## src/rtl/assert_macros.svh

```systemverilog
// assertion macros shared by the datapath and top-level rtl files
`ifndef ASSERT_MACROS_SVH
`define ASSERT_MACROS_SVH

// checked outside reset
`define BALE_ASSERT(lbl, prop, msg) \
  lbl: assert property (@(posedge clk) disable iff (rst) (prop)) else $error(msg);

// checked on every edge, reset included
`define BALE_ASSERT_ALWAYS(lbl, prop, msg) \
  lbl: assert property (@(posedge clk) (prop)) else $error(msg);

`endif

```

## src/rtl/bale_pkg.sv

```systemverilog
// shared codes and controller/datapath interface types of the list engine
package bale_pkg;

  localparam logic [2:0] CMD_APPEND = 3'd0;
  localparam logic [2:0] CMD_READ   = 3'd1;
  localparam logic [2:0] CMD_RMIDX  = 3'd2;
  localparam logic [2:0] CMD_RMVAL  = 3'd3;
  localparam logic [2:0] CMD_ADD    = 3'd4;
  localparam logic [2:0] CMD_SUB    = 3'd5;
  localparam logic [2:0] CMD_MUL    = 3'd6;
  localparam logic [2:0] CMD_DIV    = 3'd7;

  localparam logic [2:0] ST_OK       = 3'd0;
  localparam logic [2:0] ST_FULL     = 3'd1;
  localparam logic [2:0] ST_RANGE    = 3'd2;
  localparam logic [2:0] ST_EMPTY    = 3'd3;
  localparam logic [2:0] ST_NOTFOUND = 3'd4;
  localparam logic [2:0] ST_DIVZERO  = 3'd5;

  localparam logic [8:0] CAPACITY_RESET = 9'd256;

  typedef struct packed {
    logic load;
    logic decide;
    logic append;
    logic capture;
    logic div_start;
    logic div_take;
    logic write;
    logic finish;
    logic out_load;
  } dp_ctl_t;

  typedef struct packed {
    logic err;
    logic is_append;
    logic is_read;
    logic is_div;
    logic loop_end;
    logic div_done;
    logic out_free;
  } dp_sts_t;

endpackage

```

## src/rtl/bale_ctrl.sv

```systemverilog
// list engine controller state machine
module bale_ctrl (
  input  logic              clk,
  input  logic              rst,
  input  logic              in_valid,
  output logic              in_ready,
  input  bale_pkg::dp_sts_t sts,
  output bale_pkg::dp_ctl_t ctl
);

  typedef enum logic [7:0] {
    S_IDLE   = 8'b0000_0001,
    S_DECIDE = 8'b0000_0010,
    S_RD     = 8'b0000_0100,
    S_DAT    = 8'b0000_1000,
    S_DIVW   = 8'b0001_0000,
    S_WR     = 8'b0010_0000,
    S_FIN    = 8'b0100_0000,
    S_DONE   = 8'b1000_0000
  } state_t;

  state_t state;
  state_t state_next;

  always_ff @(posedge clk) begin
    if (rst) begin
      state <= S_IDLE;
    end else begin
      state <= state_next;
    end
  end

  assign in_ready = state == S_IDLE;

  always_comb begin
    ctl        = '0;
    state_next = state;
    case (state)
      S_IDLE: begin
        if (in_valid) begin
          ctl.load   = 1'b1;
          state_next = S_DECIDE;
        end
      end
      S_DECIDE: begin
        ctl.decide = 1'b1;
        if (sts.err) begin
          state_next = S_DONE;
        end else if (sts.is_append) begin
          ctl.append = 1'b1;
          state_next = S_DONE;
        end else begin
          state_next = S_RD;
        end
      end
      S_RD: begin
        state_next = sts.loop_end ? S_FIN : S_DAT;
      end
      S_DAT: begin
        ctl.capture = 1'b1;
        if (sts.is_read) begin
          state_next = S_DONE;
        end else if (sts.is_div) begin
          ctl.div_start = 1'b1;
          state_next    = S_DIVW;
        end else begin
          state_next = S_WR;
        end
      end
      S_DIVW: begin
        if (sts.div_done) begin
          ctl.div_take = 1'b1;
          state_next   = S_WR;
        end
      end
      S_WR: begin
        ctl.write  = 1'b1;
        state_next = S_RD;
      end
      S_FIN: begin
        ctl.finish = 1'b1;
        state_next = S_DONE;
      end
      S_DONE: begin
        if (sts.out_free) begin
          ctl.out_load = 1'b1;
          state_next   = S_IDLE;
        end
      end
      default: begin
        state_next = S_IDLE;
      end
    endcase
  end

endmodule

```

## config.mk

```make
export PLATFORM = sky130hd
export DESIGN_NAME = bale_ctrl
export DESIGN_NICKNAME = d
export VERILOG_FILES = /design/src/rtl/assert_macros.svh /design/src/rtl/bale_pkg.sv /design/src/rtl/bale_ctrl.sv
export SDC_FILE = /design/constraint.sdc
export NUM_CORES = 1
export LEC_CHECK = 0
export BUFFER_PORTS_ARGS = -buffer_cell sky130_fd_sc_hd__buf_2
export CAP_MARGIN = 20
export CORE_AREA = 2 2 39 41
export DETAILED_ROUTE_END_ITERATION = 8
export DIE_AREA = 0 0 41 43
export GPL_ROUTABILITY_DRIVEN = 0
export GPL_TIMING_DRIVEN = 0
export PLACE_DENSITY = 0.66
export RECOVER_POWER = 25
export SYNTH_ARGS = -nofsm -noshare
export SYNTH_HDL_FRONTEND = slang
export SYNTH_SLANG_ARGS = --single-unit
```

## constraint.sdc

```tcl
create_clock -name clk -period 2.1 [get_ports clk]
set_input_delay 0.315 -clock clk [delete_from_list [all_inputs] [get_ports clk]]
set_output_delay 0.315 -clock clk [all_outputs]
set_load 0.1 [all_outputs]
```

## Yosys cells after proc, flatten, opt, wreduce, memory -nomap -nowiden

Index checks and enable logic that the tools add are counted.

- Equality and inequality tests: 11
- Mux-type cells: 23
- Reductions and logical operators: 1

Operators by type and width:

| operator | number |
|---|---|
| 8-bit one-hot mux with 8 select lines | 1 |
| 8-bit 2-to-1 mux | 6 |
| 1-bit 2-to-1 mux | 12 |
| 8-bit by 1-bit equality test with 1-bit output (second input constant) | 1 |
| 8-bit by 2-bit equality test with 1-bit output (second input constant) | 1 |
| 8-bit by 3-bit equality test with 1-bit output (second input constant) | 1 |
| 8-bit by 4-bit equality test with 1-bit output (second input constant) | 1 |
| 8-bit by 5-bit equality test with 1-bit output (second input constant) | 1 |
| 8-bit by 6-bit equality test with 1-bit output (second input constant) | 1 |
| 8-bit by 7-bit equality test with 1-bit output (second input constant) | 1 |
| 8-bit equality test (second input constant) | 1 |
| 7-bit 2-to-1 mux | 1 |
| 6-bit 2-to-1 mux | 1 |
| 2-bit != test (second input constant) | 3 |
| 2-bit 2-to-1 mux | 2 |
| 3-bit AND reduction | 1 |

- Output and inout bits: 10
- Register bits after elaboration: 8
- Word-level logic and storage cells: 36

## Depth between registers and ports, before layout

- Word-level depth: 3
- Gate-level depth with buffers: 5
- Gate-level depth less buffers: 4

## Worst setup path before layout

OpenSTA, ideal clock, no wires.

- Path kind: reg-to-output
- From: register state[1]
- To: output port ctl[0] (netlist name)
- Data required time: 1.785 ns
- Cell stages (with the launch flop): 4
- Slack: -1.779 ns
- Arrival time: 3.564 ns
- Buffers on the path: 0
- Cells stage by stage: dfxtp_1 nor3_2 nand2_1 nor4_1

RTL lines:

| what | line | text |
|---|---|---|
| from (decl) | bale_ctrl.sv:22 | `state_t state;` |
| from (signal assigned) | bale_ctrl.sv:29 | `state <= state_next;` |
| to (decl) | bale_ctrl.sv:8 | `output bale_pkg::dp_ctl_t ctl` |

==> summary.txt <==
status: finished, violations left
violated checks: setup timing
io pins: 20
CP peak stage delay: 0.60 ns
Cell Pwr Density: 700 nW/um^2
row count: 14
final total power: 0.000579 W
Reg2Reg Depth: 5
largest net degree at the start of global routing: 11
DRT iter0 DRCs: 12
Critical Path End Type: output pin
RSZ-0062 raised after global routing: yes
non-filler cells, final: 108
Syn Area/Cell: 8.09 um^2
crit path kind: reg2out
slowest stage cell on the critical path: or4_4
leading area contributor after synthesis: dfxtp_1
clock tree buffer depth: 2
Synth Net Count: 77
Worst EP arrival: 1.79 ns
Worst R2R Start: state[4]
Crit. Startpoint: state[4]
largest registers: state x8
Die ar.: 1760 um^2
Yosys cell types: 32
Starting Density: 39.2%
clock period minus worst slack: 2.11 ns
Crit path required time: 1.78 ns
Cells after DPL: 102
GR Util All Layers: 18.2%
worst-margin pin slew: 0.482 ns
Yosys top cell area share: 29.6%
Hold Fails Final Rpt: 0
FFs w/ async S/R, synth: 0%
Worst Skew: 0.00899 ns
WL/cell: 12.4 um
Inserted Clock Buffers: 3
Crit Path Max Fanout: 8
Die Wd: 41 um
Critical Path, Cell by Cell: buf_6, or4_4, nor3_4, and2_4, buf_12
TritonRoute pass-1 iters: 4
Reg2Reg Setup Slack: 0.36 ns
fin crit share: 100%
grt total ovfl: 0
Synth area leaders: dfxtp_1 (30%), nor3_2 (5.5%), nor2_1 (4.8%)
Seq cells post-synth: 8
Die Ht: 43 um
hold path depth: 2
Routed Antenna Nets: 0
H-tree levels: 1
Fmax: 475 MHz
vias in the first global route: 514
flip-flop count of the largest register after layout: 8
EDFF count, synth: 0
Buffers on Ports: 19
pins over their slew limit: 0
VDD IR-drop max: 500 uV
CTS tree: yes
Core Util, Final: 59.8%
Final HPWL DP: 956 um
CTS root buffer: clkbuf_4
Worst Path Buf+Inv: 2
initial antenna violation count: 0
max-cap viol count: 0
Vias per Instance: 5.52
Leak: 0.376 nW
Skew-Pair Late Insertion Delay: 0.26 ns
Post-Synthesis Cells: 67
yosys warns: 0
setup ws final: -0.00737 ns
Startpoint Class: register
min-delay worst type: in2reg
Final setup viols: 1
total length of routed wires: 1.34 mm
Largest Register: state
mapped cell area: 542 um^2
Core ar.: 1380 um^2
Synth-to-Final Area Change: 52.7%
ant diodes: 0
Rel. slew slack: 68.1%
r2r endpoint: state[3]
Most used DFF post-synth: dfxtp_1
Post-route DRC: 0
crit path to: ctl[4]
delay-heaviest family, CP: simple AND/OR/NAND/NOR gates
clk sink count: 8
Via Count: 596
register area share after synthesis: 29.6%
first-pass GRT wire length: 2.15 mm
cell count along the critical path: 5
Layout Nets: 104
clock-pin slew on the worst setup and hold paths: 0.06 ns
share of cells above drive strength 1: 51.1%
-- layout by cell type (no fill, tap or decap), types with 2 or more instances in the layout --
| master | netlist | layout |
|---|---|---|
| a21oi_1 | 2 | 2 |
| and2_4 | 1 | 2 |
| buf_12 | 0 | 2 |
| buf_2 | 0 | 10 |
| buf_4 | 0 | 6 |
| buf_6 | 1 | 3 |
| clkbuf_4 | 0 | 5 |
| dfxtp_1 | 8 | 3 |
| dfxtp_2 | 0 | 5 |
| inv_1 | 6 | 6 |
| nand2_1 | 4 | 4 |
| nor2_1 | 7 | 4 |
| nor2_4 | 0 | 2 |
| nor3_1 | 4 | 4 |
| nor3_4 | 0 | 2 |
| nor3b_1 | 2 | 2 |
| nor4b_1 | 2 | 2 |
| o211ai_1 | 2 | 2 |
| o21ai_0 | 3 | 3 |
| or4b_4 | 0 | 2 |
| xor2_1 | 2 | 2 |
-- power breakdown --
group	total, W	internal (W)	leakage (nW)	switching, W
Clock	0.000122	0.0000657	0.0138	0.0000564
Combinational	0.000272	0.0000906	0.296	0.000182
Sequential	0.000184	0.000164	0.0667	0.0000209
-- logic make-up after synthesis --
family                 after synthesis  share of synthesized area (%)
AO/OA/AOI/OAI                       12                           15.2
XOR/XNOR                             2                           3.23
buffers and inverters                7                           6.24
flip-flops                           8                           29.6
AND/OR/NAND/NOR                     38                           45.7
-- final cells by class --
cell class | instances | area [um^2]
Sequential cell | 8 | 166
Fill cell | 130 | 557
Tap cell | 16 | 20.0
Buffer | 1 | 11.3
Multi-Input combinational cell | 52 | 412
Inverter | 6 | 22.5
Clock buffer | 3 | 22.5
Timing Repair Buffer | 22 | 173
-- cell usage after synthesis (2+ instances only) --
| cell | count |
|---|---|
| dfxtp_1 | 8 |
| nor2_1 | 7 |
| inv_1 | 6 |
| nand2_1 | 4 |
| nor3_1 | 4 |
| nor3_2 | 3 |
| o21ai_0 | 3 |
| a21oi_1 | 2 |
| nor3b_1 | 2 |
| nor4_1 | 2 |
| nor4b_1 | 2 |
| o211ai_1 | 2 |
| or4b_1 | 2 |
| xor2_1 | 2 |
-- metrics by stage --
| step | setup slack [ns] | hold slack, ns | TNS [ns] | instance area (um^2) |
|---|---|---|---|---|
| after floorplan | -0.225 | 0.380 | -0.314 | 588 |
| after global placement | 0.0591 | 0.488 | 0 | 703 |
| after detailed placement | 0.0240 | 0.493 | 0 | 703 |
| after CTS | -0.00138 | 0.220 | -0.00138 | 763 |
| after global routing | -0.0732 | 0.219 | -0.124 | 827 |
| final | -0.00737 | 0.224 | -0.00737 | 827 |
-- worst min-delay path by stage --
stage | startpoint | end | slack, ns
global placement | sts[2] | state[3] | 0.49
detailed placement | sts[2] | state[3] | 0.49
floorplan | rst | state[7] | 0.38
finish | sts[2] | state[3] | 0.22
global route | sts[2] | state[3] | 0.22
CTS | sts[2] | state[3] | 0.22
-- layer usage --
metal	share of wire, %	track usage (%)	wire length [um]	up-vias
li1	-	-	-	303
met1	43	22.1	580	279
met2	51	26.9	683	11
met3	4.6	9.42	62	3
met4	0.97	6.00	13	0
met5	0	0	0	-
-- timing repair --
| action | 4_1_cts | 5_1_grt |
|---|---|---|
| resized for setup | 11 | 12 |
| hold buffers | 0 | 0 |
| endpoints found under the setup margin | 7 | 7 |
| hold endpoints to repair | 0 | 0 |
| pin swaps | 0 | 3 |
| buffers inserted | 0 | 3 |
Note: power is estimated with default switching activity, not from simulation.
